--- config.mk ---
export PLATFORM = sky130hd
export DESIGN_NAME = ring_buffer_deque_core
export DESIGN_NICKNAME = d
export VERILOG_FILES = /design/src/rtl/core/rbdq_pkg.sv /design/src/rtl/core/rbdq_ctrl.sv /design/src/rtl/core/rbdq_datapath.sv /design/src/rtl/core/ring_buffer_deque_core.sv
export SDC_FILE = /design/constraint.sdc
export NUM_CORES = 1
export LEC_CHECK = 0
export BUFFER_PORTS_ARGS = -buffer_cell sky130_fd_sc_hd__clkbuf_2
export CELL_PAD_IN_SITES_DETAIL_PLACEMENT = 1
export CELL_PAD_IN_SITES_GLOBAL_PLACEMENT = 2
export CORE_MARGIN = 2
export CORE_UTILIZATION = 45
export CTS_BUF_LIST = sky130_fd_sc_hd__clkbuf_16
export CTS_CLUSTER_DIAMETER = 30
export DETAILED_ROUTE_END_ITERATION = 12
export PLACE_DENSITY = 0.86
export SLEW_MARGIN = 20
export SYNTH_ARGS = -nofsm -noshare
export SYNTH_HDL_FRONTEND = slang
export SYNTH_SLANG_ARGS = --single-unit
--- constraint.sdc ---
create_clock -name clk -period 6.6 [get_ports clk]
set_input_delay 1.32 -clock clk [delete_from_list [all_inputs] [get_ports clk]]
set_output_delay 1.32 -clock clk [all_outputs]
set_load 0.05 [all_outputs]
--- src/rtl/core/rbdq_pkg.sv ---
package rbdq_pkg;

	localparam int DEPTH          = 16;
	localparam int WORD_BITS      = 32;
	localparam int IDX_BITS       = (DEPTH > 1) ? $clog2(DEPTH) : 1;
	localparam int CNT_BITS       = $clog2(DEPTH + 1);
	localparam int VALUE_BITS     = 32;
	localparam int REQ_BITS       = 3;
	localparam int STATUS_BITS    = 2;
	localparam int ITEM_CNT_BITS  = 5;

	typedef logic [WORD_BITS-1:0] word_t;
	typedef logic [IDX_BITS-1:0]  idx_t;
	typedef logic [CNT_BITS-1:0]  cnt_t;

	// request codes
	localparam logic [REQ_BITS-1:0] REQ_PUSH_BACK  = 3'd0;
	localparam logic [REQ_BITS-1:0] REQ_PUSH_FRONT = 3'd1;
	localparam logic [REQ_BITS-1:0] REQ_POP_FRONT  = 3'd2;
	localparam logic [REQ_BITS-1:0] REQ_POP_BACK   = 3'd3;
	localparam logic [REQ_BITS-1:0] REQ_PEEK_FRONT = 3'd4;
	localparam logic [REQ_BITS-1:0] REQ_CLEAR      = 3'd5;

	// status codes
	localparam logic [STATUS_BITS-1:0] ST_OK    = 2'd0;
	localparam logic [STATUS_BITS-1:0] ST_EMPTY = 2'd1;
	localparam logic [STATUS_BITS-1:0] ST_FULL  = 2'd2;

	typedef struct packed {
		logic [REQ_BITS-1:0]   req_type;
		logic signed [VALUE_BITS-1:0] push_value;
	} req_t;

	typedef struct packed {
		logic signed [VALUE_BITS-1:0] result_value;
		logic [STATUS_BITS-1:0]       status;
		logic [ITEM_CNT_BITS-1:0]     item_count;
	} rsp_t;

	// which store slot the current command touches
	typedef enum logic [1:0] {
		ADDR_HEAD,
		ADDR_HEAD_PREV,
		ADDR_TAIL,
		ADDR_TAIL_PREV
	} addr_sel_t;

	typedef struct packed {
		logic                   exec;
		logic                   wr_en;
		logic                   rd_en;
		addr_sel_t              addr_sel;
		logic                   head_next;
		logic                   head_prev;
		logic                   tail_next;
		logic                   tail_prev;
		logic                   cnt_inc;
		logic                   cnt_dec;
		logic                   clear;
		logic [STATUS_BITS-1:0] status;
	} cmd_t;

	typedef struct packed {
		logic empty;
		logic full;
	} dp_status_t;

	function automatic idx_t idx_next(idx_t i);
		idx_t r;
		if (i == idx_t'(DEPTH - 1)) r = '0;
		else r = i + idx_t'(1);
		return r;
	endfunction

	function automatic idx_t idx_prev(idx_t i);
		idx_t r;
		if (i == '0) r = idx_t'(DEPTH - 1);
		else r = i - idx_t'(1);
		return r;
	endfunction

endpackage

--- src/rtl/core/rbdq_ctrl.sv ---
module rbdq_ctrl (
	input  logic                        clk,
	input  logic                        arst_n,
	input  logic                        start,
	input  logic [rbdq_pkg::REQ_BITS-1:0] req_type,
	input  rbdq_pkg::dp_status_t        dp_status,
	output rbdq_pkg::cmd_t              cmd,
	output logic                        busy,
	output logic                        done
);

	typedef enum logic {
		S_IDLE,
		S_RESULT
	} state_t;

	state_t state_q;
	logic   busy_q;
	logic   done_q;
	logic   accept;

	assign accept = start && (state_q == S_IDLE);

	always_comb begin
		cmd          = '0;
		cmd.addr_sel = rbdq_pkg::ADDR_HEAD;
		cmd.status   = rbdq_pkg::ST_OK;
		cmd.exec     = accept;
		if (accept) begin
			case (req_type)
				rbdq_pkg::REQ_PUSH_BACK: begin
					if (dp_status.full) begin
						cmd.status = rbdq_pkg::ST_FULL;
					end else begin
						cmd.wr_en     = 1'b1;
						cmd.addr_sel  = rbdq_pkg::ADDR_TAIL;
						cmd.tail_next = 1'b1;
						cmd.cnt_inc   = 1'b1;
					end
				end
				rbdq_pkg::REQ_PUSH_FRONT: begin
					if (dp_status.full) begin
						cmd.status = rbdq_pkg::ST_FULL;
					end else begin
						cmd.wr_en     = 1'b1;
						cmd.addr_sel  = rbdq_pkg::ADDR_HEAD_PREV;
						cmd.head_prev = 1'b1;
						cmd.cnt_inc   = 1'b1;
					end
				end
				rbdq_pkg::REQ_POP_FRONT: begin
					if (dp_status.empty) begin
						cmd.status = rbdq_pkg::ST_EMPTY;
					end else begin
						cmd.rd_en     = 1'b1;
						cmd.addr_sel  = rbdq_pkg::ADDR_HEAD;
						cmd.head_next = 1'b1;
						cmd.cnt_dec   = 1'b1;
					end
				end
				rbdq_pkg::REQ_POP_BACK: begin
					if (dp_status.empty) begin
						cmd.status = rbdq_pkg::ST_EMPTY;
					end else begin
						cmd.rd_en     = 1'b1;
						cmd.addr_sel  = rbdq_pkg::ADDR_TAIL_PREV;
						cmd.tail_prev = 1'b1;
						cmd.cnt_dec   = 1'b1;
					end
				end
				rbdq_pkg::REQ_PEEK_FRONT: begin
					if (dp_status.empty) begin
						cmd.status = rbdq_pkg::ST_EMPTY;
					end else begin
						cmd.rd_en    = 1'b1;
						cmd.addr_sel = rbdq_pkg::ADDR_HEAD;
					end
				end
				rbdq_pkg::REQ_CLEAR: begin
					cmd.clear = 1'b1;
				end
				default: begin
					// unused codes do nothing
				end
			endcase
		end
	end

	always_ff @(posedge clk or negedge arst_n) begin
		if (!arst_n) begin
			state_q <= S_IDLE;
			busy_q  <= 1'b0;
			done_q  <= 1'b0;
		end else begin
			case (state_q)
				S_IDLE: begin
					if (accept) begin
						state_q <= S_RESULT;
						busy_q  <= 1'b1;
						done_q  <= 1'b1;
					end
				end
				S_RESULT: begin
					state_q <= S_IDLE;
					busy_q  <= 1'b0;
					done_q  <= 1'b0;
				end
				default: begin
					state_q <= S_IDLE;
					busy_q  <= 1'b0;
					done_q  <= 1'b0;
				end
			endcase
		end
	end

	assign busy = busy_q;
	assign done = done_q;

endmodule

--- src/rtl/core/rbdq_datapath.sv ---
module rbdq_datapath (
	input  logic                 clk,
	input  logic                 arst_n,
	input  rbdq_pkg::cmd_t       cmd,
	input  rbdq_pkg::word_t      wr_word,
	output rbdq_pkg::dp_status_t dp_status,
	output rbdq_pkg::rsp_t       rsp
);

	rbdq_pkg::word_t mem [rbdq_pkg::DEPTH];

	rbdq_pkg::idx_t head_q;
	rbdq_pkg::idx_t tail_q;
	rbdq_pkg::cnt_t count_q;
	rbdq_pkg::word_t rd_data_q;
	logic           rd_valid_q;
	logic [rbdq_pkg::STATUS_BITS-1:0] status_q;
	rbdq_pkg::idx_t addr;

	always_comb begin
		case (cmd.addr_sel)
			rbdq_pkg::ADDR_HEAD:      addr = head_q;
			rbdq_pkg::ADDR_HEAD_PREV: addr = rbdq_pkg::idx_prev(head_q);
			rbdq_pkg::ADDR_TAIL:      addr = tail_q;
			rbdq_pkg::ADDR_TAIL_PREV: addr = rbdq_pkg::idx_prev(tail_q);
			default:                  addr = head_q;
		endcase
	end

	assign dp_status.empty = (count_q == '0);
	assign dp_status.full  = (count_q == rbdq_pkg::cnt_t'(rbdq_pkg::DEPTH));

	always_ff @(posedge clk) begin
		if (cmd.wr_en) begin
			mem[addr] <= wr_word;
		end
		if (cmd.rd_en) begin
			rd_data_q <= mem[addr];
		end
		if (cmd.exec) begin
			status_q <= cmd.status;
		end
	end

	always_ff @(posedge clk or negedge arst_n) begin
		if (!arst_n) begin
			head_q     <= '0;
			tail_q     <= '0;
			count_q    <= '0;
			rd_valid_q <= 1'b0;
		end else begin
			if (cmd.exec) begin
				rd_valid_q <= cmd.rd_en;
			end
			if (cmd.clear) begin
				head_q  <= '0;
				tail_q  <= '0;
				count_q <= '0;
			end else begin
				if (cmd.head_next) head_q <= rbdq_pkg::idx_next(head_q);
				if (cmd.head_prev) head_q <= rbdq_pkg::idx_prev(head_q);
				if (cmd.tail_next) tail_q <= rbdq_pkg::idx_next(tail_q);
				if (cmd.tail_prev) tail_q <= rbdq_pkg::idx_prev(tail_q);
				if (cmd.cnt_inc)   count_q <= count_q + rbdq_pkg::cnt_t'(1);
				if (cmd.cnt_dec)   count_q <= count_q - rbdq_pkg::cnt_t'(1);
			end
		end
	end

	// the store holds words as wide as the result field; read them as signed
	assign rsp.result_value = rd_valid_q
		? rbdq_pkg::VALUE_BITS'($signed(rd_data_q)) : '0;
	assign rsp.status       = status_q;
	assign rsp.item_count   = rbdq_pkg::ITEM_CNT_BITS'(count_q);

endmodule

--- src/rtl/core/ring_buffer_deque_core.sv ---
// Channel   Handshake        Payload            Notes
// request   start / busy     req  (req_t)       beat taken when start && !busy
// result    done (strobe)    rsp  (rsp_t)       valid for the single done cycle
//
// The accept edge of a request does the pointer update and the store write or
// registered read; the next cycle shows the result with done. busy is high in
// that result cycle, so no new beat is taken before the result has been shown.
// Reset (arst_n low) empties the queue; store contents are not cleared.
// The receiver cannot stall; a result is lost if not sampled on its done cycle.
module ring_buffer_deque_core (
	input  logic             clk,
	input  logic             arst_n,
	input  logic             start,
	output logic             busy,
	input  rbdq_pkg::req_t   req,
	output logic             done,
	output rbdq_pkg::rsp_t   rsp
);

	rbdq_pkg::cmd_t       cmd;
	rbdq_pkg::dp_status_t dp_status;

	rbdq_ctrl u_ctrl (
		.clk       (clk),
		.arst_n    (arst_n),
		.start     (start),
		.req_type  (req.req_type),
		.dp_status (dp_status),
		.cmd       (cmd),
		.busy      (busy),
		.done      (done)
	);

	rbdq_datapath u_datapath (
		.clk       (clk),
		.arst_n    (arst_n),
		.cmd       (cmd),
		.wr_word   (rbdq_pkg::word_t'(req.push_value)),
		.dp_status (dp_status),
		.rsp       (rsp)
	);

endmodule

Word-level counts from Yosys, hierarchy flattened:

Memory sizes are Yosys's and may differ from the RTL's. A register that Yosys moved wholly into a read port is not among the register bits.
Index checks and enable logic that the tools add are counted.
Widths: inputs -> output; s select.

* register bits after elaboration: 18
* memories: 1
* bits in writable memories: 512
* logic and storage cells: 80
* input port bits: 38

Memory list
* u_datapath.mem: words 16, width 32, read ports 1, clocked after memory_dff 1, write ports 1, RTL line rbdq_datapath.sv:10 `rbdq_pkg::word_t mem [rbdq_pkg::DEPTH];`

* equality and inequality tests: 12
* reductions and logical operators: 12
* mux-type cells: 41
* bitwise operators: 1
* $add $sub $neg: 6

Operator list (count)
* $mux 4: 11
* $mux 32: 1
* $pmux 4 s4: 1
* $mux 1: 15
* $mux 5: 3
* $mux 13: 1
* $pmux 2 s5: 1
* $reduce_bool 3->1: 3
* $add 4x1->4 const B: 2
* $eq 4x4->1 const B: 2
* $logic_not 4->1: 2
* $sub 4x1->4 const B: 2
* $eq 3x2->1 const B: 2
* $eq 3x3->1 const B: 2
* $mux 3: 2
* $add 5x1->5 const B: 1
* $eq 5x5->1 const B: 1
* $logic_not 5->1: 1
* $sub 5x1->5 const B: 1
* $eq 2x2->1 const B: 2
* $mux 2: 2
* $pmux 1 s2: 2
* $pmux 2 s2: 1
* $reduce_or 2->1: 2
* other kinds (9): 9

Longest topological paths before layout:

Gate-level depths: netlist (run 1).

* word-level depth: 7
* depth in mapped cells: 12
* depth with buffers taken out: 10

Cells and area by module:

A second synthesis (run 1) with hierarchy kept.

* cell total of the unflattened synthesis: 1046
* area total of the unflattened synthesis: 21830.9 um^2

By module, submodules not included
* rbdq_datapath: area each 21571.9 um^2, cells an instance 1013, times used 1
* rbdq_ctrl: area each 259.0 um^2, cells an instance 33, times used 1

Worst setup path after synthesis (run 1):

No wires, ideal clock.

* path kind: input-to-reg
* start: input req[33] in the netlist's numbering
* end: memory u_datapath.mem[8][0] in the netlist's numbering, enable pin
* setup time: 0.461 ns
* setup slack: 0.887 ns
* stages on the path: 8
* buffers on the path: 2
* arrival time: 5.252 ns
* required time: 6.139 ns
* cell sequence: or4b_1 -> a21oi_2 -> buf_2 -> o21ai_1 -> o31ai_1 -> nand2_1 -> buf_2 -> nor3_1

* cells in the longest elaborated chain, start to end: 6
* elaborated cells on any way between the ends: 16

Ends and longest elaborated chain
* start, declared: RTL line ring_buffer_deque_core.sv:15 `input rbdq_pkg::req_t req,`
* $eq 3x1->1 / $logic_not 3->1 (equally long branches): RTL line rbdq_ctrl.sv:30 `case (req_type)`
* $reduce_or 2->1 (no source line)
* $mux 1
* $mux 13 (*): RTL line rbdq_ctrl.sv:29 `if (accept) begin`
* parallel branches: the longest is 2 deep, another holds $pmux 4 s4
* end, declared: RTL line rbdq_datapath.sv:10

Every way passes the cells marked *.

Worst setup path after layout (run 1):

* start: input req[33] in the netlist's numbering
* end: register u_datapath.rd_data_q[5] (read register of u_datapath.mem) (data pin)

* cells in the longest elaborated chain, start to end: 5
* elaborated cells on any way between the ends: 13

Ends and longest elaborated chain
* $eq 3x3->1, or another cell as far along: RTL line rbdq_ctrl.sv:30
* $pmux 2 s5: RTL line rbdq_ctrl.sv:30
* $mux 13 (*): RTL line rbdq_ctrl.sv:29
* $eq 2x2->1, or another cell as far along: RTL line rbdq_datapath.sv:21 `case (cmd.addr_sel)`
* $pmux 4 s4: RTL line rbdq_datapath.sv:21
* end, declared: RTL line rbdq_datapath.sv:15 `rbdq_pkg::word_t rd_data_q;`

Mark *: on every way between the ends. The rest lies on a longest branch, timed or not.
A chain may end at the register's enable or synchronous reset.

==> impl_metrics.json, run 1 <==
{
  "run_status": "completed",
  "gr-usage-all-layers_pct": 25.9,
  "synth_cell_types": 59,
  "routedWlPerCell_microns": 27.1,
  "synth-main-ff-cell": "sky130_fd_sc_hd__edfxtp_1",
  "nNetsFinal": 1710,
  "finalPower_mw": 13.0,
  "finalMaxSlewViolations": 0,
  "clock_insertion_delay_at_the_later_pin_of_the_skew_report_ps": 650,
  "yosysWarnings": 0,
  "grt_first_pass_wirelength_mm": 98.7,
  "async_reset_ff_share_pct": 2.85,
  "synthCells": 1547,
  "vias_in_the_first_global_route": 15993,
  "hpwlAfterDp_mm": 32.1,
  "layout-drive-gt1-share_pct": 18.6,
  "finalNonFillerCells": 2423,
  "relSlewSlack_pct": 19.5,
  "numCtsBuffers": 113,
  "critical_path_required_ps": 7110,
  "initial_antenna_violation_count": 1,
  "post_cts_hold_buffer_count": 0,
  "final_core_occ_pct": 55.7,
  "core.rowCount": 81,
  "timing.final.crit_period_ps": 4920,
  "worst_path_max_delay_cell": "sky130_fd_sc_hd__nor4b_1",
  "avgViaCountPerCell": 6.13,
  "reg2reg_from": "u_datapath.count_q[0]$_DFFE_PN0P_",
  "min_delay_path_depth": 1,
  "multi_input_comb_area_sq_um": 5090,
  "cap_violations": 0,
  "fmaxAchievable_mhz": 203,
  "finClkSkew_ps": 19.0,
  "clkTransAtPathRegs_ps": 50,
  "tritoncts_num_sinks": 562,
  "area_growth_pct": 21.7,
  "grt_remaining_overflow": 0,
  "path_max_fanout": 188,
  "buffer_ports.inserted": 78,
  "end_kind": "register",
  "post-route-drc-count": 0,
  "leakage_power_nw": 9.57,
  "postRouteWirelength_mm": 65.7,
  "core_sq_um": 49100,
  "finalHoldViolations": 0,
  "slowest_delay_ps": 690,
  "grt_max_degree": 189,
  "cts_root_buffer": "sky130_fd_sc_hd__clkbuf_16",
  "netlist_top_cells_area": "sky130_fd_sc_hd__edfxtp_1 (73%), sky130_fd_sc_hd__a21oi_1 (5.3%), sky130_fd_sc_hd__nand2_1 (4.0%)",
  "timing.critical_path.cells": "clkbuf_2 > nor4b_1 > o21ai_2 > nand3_4 > and2_4 > buf_12 > a21oi_1 > a221oi_1 > or4_1",
  "synth-seq-cells": 562,
  "die_height_microns": 227,
  "post-synth-top-count-cell": "sky130_fd_sc_hd__edfxtp_1",
  "drtAntennaViolNets": 0,
  "post_cts_resize_count": 0,
  "die_width_microns": 227,
  "design.die.area_sq_um": 51700,
  "sequential_area_sq_um": 16800,
  "initial_utilization_pct": 45.7,
  "worst_hold_path_class": "reg2reg",
  "vdd_ir_drop_max_v": 0.000310,
  "cts-htree-levels": 3,
  "setup_violations": 0,
  "timing.critical_path.from_type": "primary input",
  "num_antenna_cells": 0,
  "drt_pre_antenna_iters": 5,
  "final_layout_setup_total_negative_slack_ps": 0,
  "io_pins": 79,
  "finalWeightedCongestion": 0.783,
  "avgSynthCellArea_sq_um": 14.5,
  "synth_edf_count": 546,
  "fill_cells": 4650,
  "rsz_0062_raised_after_global_routing": "no",
  "worst_ep_arrival_time_ps": 5430,
  "drt_iter0_drc": 1517,
  "seq_area_frac_synth_pct": 74.9,
  "hold_end": "u_ctrl.busy$_DFFE_PN0P_",
  "yosys_top_cell_by_area": "sky130_fd_sc_hd__edfxtp_1",
  "reg2reg_setup_slack_ps": 1780,
  "powerDensity_nw_per_um2": 476,
  "synth_top_cell_area_share_pct": 73.1,
  "tritoncts": "done",
  "worst_slew_pin_slew_ps": 1210,
  "cts_max_path_buffers": 3,
  "hold_path_startpoint": "u_ctrl.state_q$_DFF_PN0_",
  "reg2reg_to": "u_datapath.rd_data_q[5]$_DFFE_PP_",
  "setup.worst_path.class": "in2reg",
  "placed_cells": 2213,
  "r2r_cells": 8,
  "synthesized_netlist_net_count": 1593,
  "vias": 14861,
  "netlist_area_before_placement_sq_um": 22400,
  "ys_top_cells_by_count": "sky130_fd_sc_hd__edfxtp_1 (546), sky130_fd_sc_hd__nand2_1 (239), sky130_fd_sc_hd__a21oi_1 (237)",
  "post-route-period-util_pct": 74.6,
  "post_cts_buffers": 0
}
[cells by family (layout without fill, tap and decap cells)]
logic type	count (synthesis)	count (layout)	synth area share [%]
buf+inv	123	335	2.99
fa+ha+maj	8	8	0.480
xor+xnor	5	5	0.195
mux	1	1	0.0446
compound gates	446	446	12.8
simple gates	402	402	8.63
flops	562	562	74.9
[per-stage QoR]
stage                     hold WS (ps)  cell area (sq um)  worst slack [ps]
after floorplan                    465              22400               887
after global placement             499              23500              1390
after detailed placement           521              23500              1270
after CTS                          540              27300              1910
after global routing               588              27300              1540
final                              540              27300              1680
[layout by cell type, fill, tap and decap left out, drive strengths merged, types with 7 or more instances in the layout]
master,count
a211oi,68
a21oi,238
a221oi,95
and2,34
and3,36
buf,34
bufinv,16
clkbuf,192
clkinv,44
clkinvlp,13
dfrtp,16
edfxtp,546
ha,7
inv,36
nand2,240
nand3,10
nor2,14
nor3,19
o211ai,8
o21ai,18
or4,33
[where the power goes]
part / switching (mW) / internal, mW
Sequential: 0.110 / 4.16
Clock: 1.94 / 3.76
Combinational: 2.23 / 0.815
Total: 4.27 / 8.73
[worst max-delay path, delay by kind of cell]
family	cells	cell delay [ps]
and+or+nand+nor	4	2000
AOI/OAI and AO/OA	3	1020
buffers and inverters	2	630
[worst max path at each step]
stage,from,to,slack (ps),cells past startpoint
after floorplan,req[33],u_datapath.mem[8][0]$_DFFE_PP_,890,8
after global placement,req[33],u_datapath.rd_data_q[6]$_DFFE_PP_,1390,9
after detailed placement,req[33],u_datapath.rd_data_q[6]$_DFFE_PP_,1270,9
after CTS,req[33],u_datapath.rd_data_q[5]$_DFFE_PP_,1910,9
after global routing,req[33],u_datapath.rd_data_q[5]$_DFFE_PP_,1540,9
final,req[33],u_datapath.rd_data_q[5]$_DFFE_PP_,1680,9
[registers in the layout (all words and copies together) (netlist names)]
name / count
u_ctrl.state_q: 1
u_datapath.tail_q: 4
u_datapath.count_q: 5
u_datapath.mem: 512
u_datapath.status_q: 2
u_ctrl.busy: 1
u_datapath.rd_data_q: 32
u_datapath.head_q: 4
u_datapath.rd_valid_q: 1
[cell type report]
class | count | share of cell area, %
multi-input combinational | 862 | 18.7
clock inverter | 96 | 3.60
inverter | 13 | 0.179
clock buffer | 114 | 10.4
tap | 664 | 3.04
sequential | 562 | 61.5
timing repair buffer | 112 | 2.55
[layer usage]
metal	up-vias	global-route usage (%)	part of all wire (%)
met5	-	0	0.020
met4	2	11.3	3.1
met3	143	4.61	6.5
met2	645	44.2	51
met1	7747	32.5	40
li1	6324	-	-
No activity file was read; power rests on OpenSTA's default activity.
==> inputs of run 2 (changes only) <==
--- a/config.mk
+++ b/config.mk
@@ -5,15 +5,16 @@
 export SDC_FILE = /design/constraint.sdc
 export NUM_CORES = 1
 export LEC_CHECK = 0
+export ABC_AREA = 1
 export BUFFER_PORTS_ARGS = -buffer_cell sky130_fd_sc_hd__clkbuf_2
 export CELL_PAD_IN_SITES_DETAIL_PLACEMENT = 1
 export CELL_PAD_IN_SITES_GLOBAL_PLACEMENT = 2
 export CORE_MARGIN = 2
-export CORE_UTILIZATION = 45
+export CORE_UTILIZATION = 37
 export CTS_BUF_LIST = sky130_fd_sc_hd__clkbuf_16
 export CTS_CLUSTER_DIAMETER = 30
 export DETAILED_ROUTE_END_ITERATION = 12
-export PLACE_DENSITY = 0.86
+export PLACE_DENSITY = 0.82
 export SLEW_MARGIN = 20
 export SYNTH_ARGS = -nofsm -noshare
 export SYNTH_HDL_FRONTEND = slang
==> constraint.sdc (replaced) <==
create_clock -name clk -period 4.49 [get_ports clk]
set_input_delay 0.898 -clock clk [delete_from_list [all_inputs] [get_ports clk]]
set_output_delay 0.898 -clock clk [all_outputs]
set_load 0.05 [all_outputs]
==> run 2 against run 1 <==
  * Power grew 62%
  * Final cell count grew 44%
  * Largest cell class unchanged
  * Area after synthesis grew 9.5%
  * Non-clock buffer count grew 5
  * Combinational power grew 78%
  * Clock skew grew 5.9 ps
  * Count of clock-buffer cells in the layout grew 25
  * Hold slack lost 380 ps
  * Design area grew 11%
==> impl_metrics.json, run 2 <==
{
  "post-route-period-util_pct": 79.6,
  "post-route-drc-count": 0,
  "reg_top3": "u_datapath.mem x512, u_datapath.rd_data_q x32, u_datapath.count_q x5",
  "seq_area_frac_synth_pct": 68.4,
  "gr-usage-all-layers_pct": 21.7,
  "synth_cell_types": 36,
  "postRouteWirelength_mm": 71.9,
  "synth_top_cell_area_share_pct": 66.7,
  "leakage_power_nw": 13.0,
  "post-synth-top-count-cell": "sky130_fd_sc_hd__nand2_1",
  "final_layout_setup_total_negative_slack_ps": 0,
  "drt_pre_antenna_iters": 5,
  "routedWlPerCell_microns": 20.6,
  "reg2reg_setup_slack_ps": 920,
  "core_sq_um": 65700,
  "io_pins": 79,
  "reg2reg_to": "u_datapath.rd_data_q[5]$_DFFE_PP_",
  "worst_hold_path_class": "in2async",
  "nNetsFinal": 2561,
  "hpwlAfterDp_mm": 35.5,
  "post_cts_hold_buffer_count": 0,
  "cts_max_path_buffers": 3,
  "largest_register_ff_count": 512,
  "synth_edf_count": 546,
  "critical_path_required_ps": 5070,
  "drt_iter0_drc": 1330,
  "synth-main-ff-cell": "sky130_fd_sc_hd__edfxtp_1",
  "finalHoldViolations": 0,
  "avgSynthCellArea_sq_um": 10.3,
  "yosysWarnings": 0,
  "grt_max_degree": 135,
  "tritoncts_num_sinks": 562,
  "yosys_top_cell_by_area": "sky130_fd_sc_hd__edfxtp_1",
  "cts_root_buffer": "sky130_fd_sc_hd__clkbuf_16",
  "relSlewSlack_pct": 35.2,
  "die_height_microns": 262,
  "vdd_ir_drop_max_v": 0.000334,
  "grt_remaining_overflow": 0,
  "drtAntennaViolNets": 0,
  "powerDensity_nw_per_um2": 693,
  "worst_ep_arrival_time_ps": 4160,
  "synthCells": 2393,
  "run_status": "completed",
  "core.rowCount": 94,
  "ys_top_cells_by_count": "sky130_fd_sc_hd__nand2_1 (1189), sky130_fd_sc_hd__edfxtp_1 (546), sky130_fd_sc_hd__nand3_1 (268)",
  "timing.critical_path.from_type": "register",
  "vias": 17798,
  "netlist_area_before_placement_sq_um": 24600,
  "cap_violations": 0,
  "reg2reg_from": "u_datapath.head_q[0]$_DFFE_PN0P_",
  "grt_first_pass_wirelength_mm": 112,
  "r2r_cells": 15,
  "area_growth_pct": 23.8,
  "mostFrequentLayoutCell": "sky130_fd_sc_hd__nand2_1",
  "setup_violations": 0,
  "async_reset_ff_share_pct": 2.85,
  "clock_insertion_delay_at_the_later_pin_of_the_skew_report_ps": 720,
  "avgViaCountPerCell": 5.10,
  "finalMaxSlewViolations": 0,
  "most-common-layout-cells": "sky130_fd_sc_hd__nand2_1 (1189), sky130_fd_sc_hd__edfxtp_1 (546), sky130_fd_sc_hd__nand3_1 (268)",
  "design.die.area_sq_um": 68500,
  "initial_utilization_pct": 37.4,
  "numCtsBuffers": 133,
  "clkTransAtPathRegs_ps": 40,
  "post_cts_buffers": 0,
  "die_width_microns": 262,
  "netlist_top_cells_area": "sky130_fd_sc_hd__edfxtp_1 (67%), sky130_fd_sc_hd__nand2_1 (18%), sky130_fd_sc_hd__nand3_1 (5.5%)",
  "fmaxAchievable_mhz": 280,
  "buffer_ports.inserted": 78,
  "path_max_fanout": 132,
  "rsz_0062_raised_after_global_routing": "no",
  "layout-drive-gt1-share_pct": 13.9,
  "worst_slew_pin_slew_ps": 971,
  "registers.top_by_ff_count": "u_datapath.mem",
  "post_dp_cell_area_sq_um": 26000,
  "layout.cell_area.non_filler_sq_um": 30400,
  "timing.final.crit_period_ps": 3570,
  "synthesized_netlist_net_count": 2439,
  "vias_in_the_first_global_route": 19561,
  "end_kind": "register",
  "initial_antenna_violation_count": 2,
  "tritoncts": "done",
  "setup.worst_path.class": "reg2reg",
  "cts-htree-levels": 4,
  "finalWeightedCongestion": 0.746,
  "post_cts_resize_count": 0,
  "synth-seq-cells": 562,
  "finClkSkew_ps": 24.8
}
run 2: cell type report:
class,count,area (sq um)
Tap cell,864,1080
Timing Repair Buffer,117,871
Multi-Input combinational cell,1569,6720
Inverter,132,498
Clock buffer,139,3480
Fill cell,7123,35300
Sequential cell,562,16800
Antenna cell,1,2.50
Clock inverter,103,961
run 2: worst max path at each step:
stage | cells after the start | start | endpoint
floorplan | 12 | start | u_datapath.mem[4][0]$_DFFE_PP_
global route | 15 | u_datapath.head_q[0]$_DFFE_PN0P_ | u_datapath.rd_data_q[5]$_DFFE_PP_
CTS | 15 | u_datapath.head_q[0]$_DFFE_PN0P_ | u_datapath.rd_data_q[6]$_DFFE_PP_
finish | 15 | u_datapath.head_q[0]$_DFFE_PN0P_ | u_datapath.rd_data_q[5]$_DFFE_PP_
global placement | 16 | req[34] | u_datapath.rd_data_q[9]$_DFFE_PP_
detailed placement | 16 | req[34] | u_datapath.rd_data_q[6]$_DFFE_PP_
run 2: cells by family (layout without fill, tap and decap cells):
| logic type | count (synthesis) | in the layout | share of synthesized area, % |
|---|---|---|---|
| AOI/OAI and AO/OA | 41 | 41 | 0.932 |
| xor gates and xnor gates | 7 | 7 | 0.250 |
| adders and majority gates | 8 | 8 | 0.438 |
| buffers and inverters | 262 | 491 | 4.94 |
| DFF | 562 | 562 | 68.4 |
| other | 0 | 1 | 0 |
| and+or+nand+nor | 1513 | 1513 | 25.1 |
run 2: worst max-delay path, stage by stage (launching register included):
cell                      delay, ps
sky130_fd_sc_hd__dfrtp_1        470
sky130_fd_sc_hd__inv_1          150
sky130_fd_sc_hd__ha_1           270
sky130_fd_sc_hd__a31oi_1        270
sky130_fd_sc_hd__nor2_1         120
sky130_fd_sc_hd__nor2_4         210
sky130_fd_sc_hd__buf_12         480
sky130_fd_sc_hd__buf_12         540
sky130_fd_sc_hd__nand3_1        150
sky130_fd_sc_hd__nand2_1        110
sky130_fd_sc_hd__nand2_1         70
sky130_fd_sc_hd__nand2_1        100
sky130_fd_sc_hd__nand2_1         60
sky130_fd_sc_hd__nand2_1        150
sky130_fd_sc_hd__inv_1           50
sky130_fd_sc_hd__nand2_1         50
run 2: through the flow:
stage	hold WS (ps)	setup WS, ps	utilization [%]	total power [mW]	instances
final	155	917	46.3	21.1	3487
after detailed placement	530	695	39.5	11.7	3244
after CTS	138	912	46.3	21.3	3486
after floorplan	516	470	-	10.2	2393
after global routing	164	639	46.3	22.2	3486
after global placement	533	781	39.5	11.6	3244
run 2: power breakdown:
part	switching, mW	leakage [nW]	internal (mW)
clock network	2.96	2.25	6.46
registers	0.167	5.12	6.07
logic	3.97	5.59	1.45
total	7.10	13.0	14.0
run 2: layer usage:
layer | vias to the layer above | share of wire [%] | GRT usage, %
met2 | 427 | 50 | 37.8
li1 | 8202 | - | -
met5 | - | 0.018 | 0
met1 | 9013 | 42 | 26.6
met4 | 2 | 2.6 | 8.60
met3 | 154 | 4.4 | 4.17
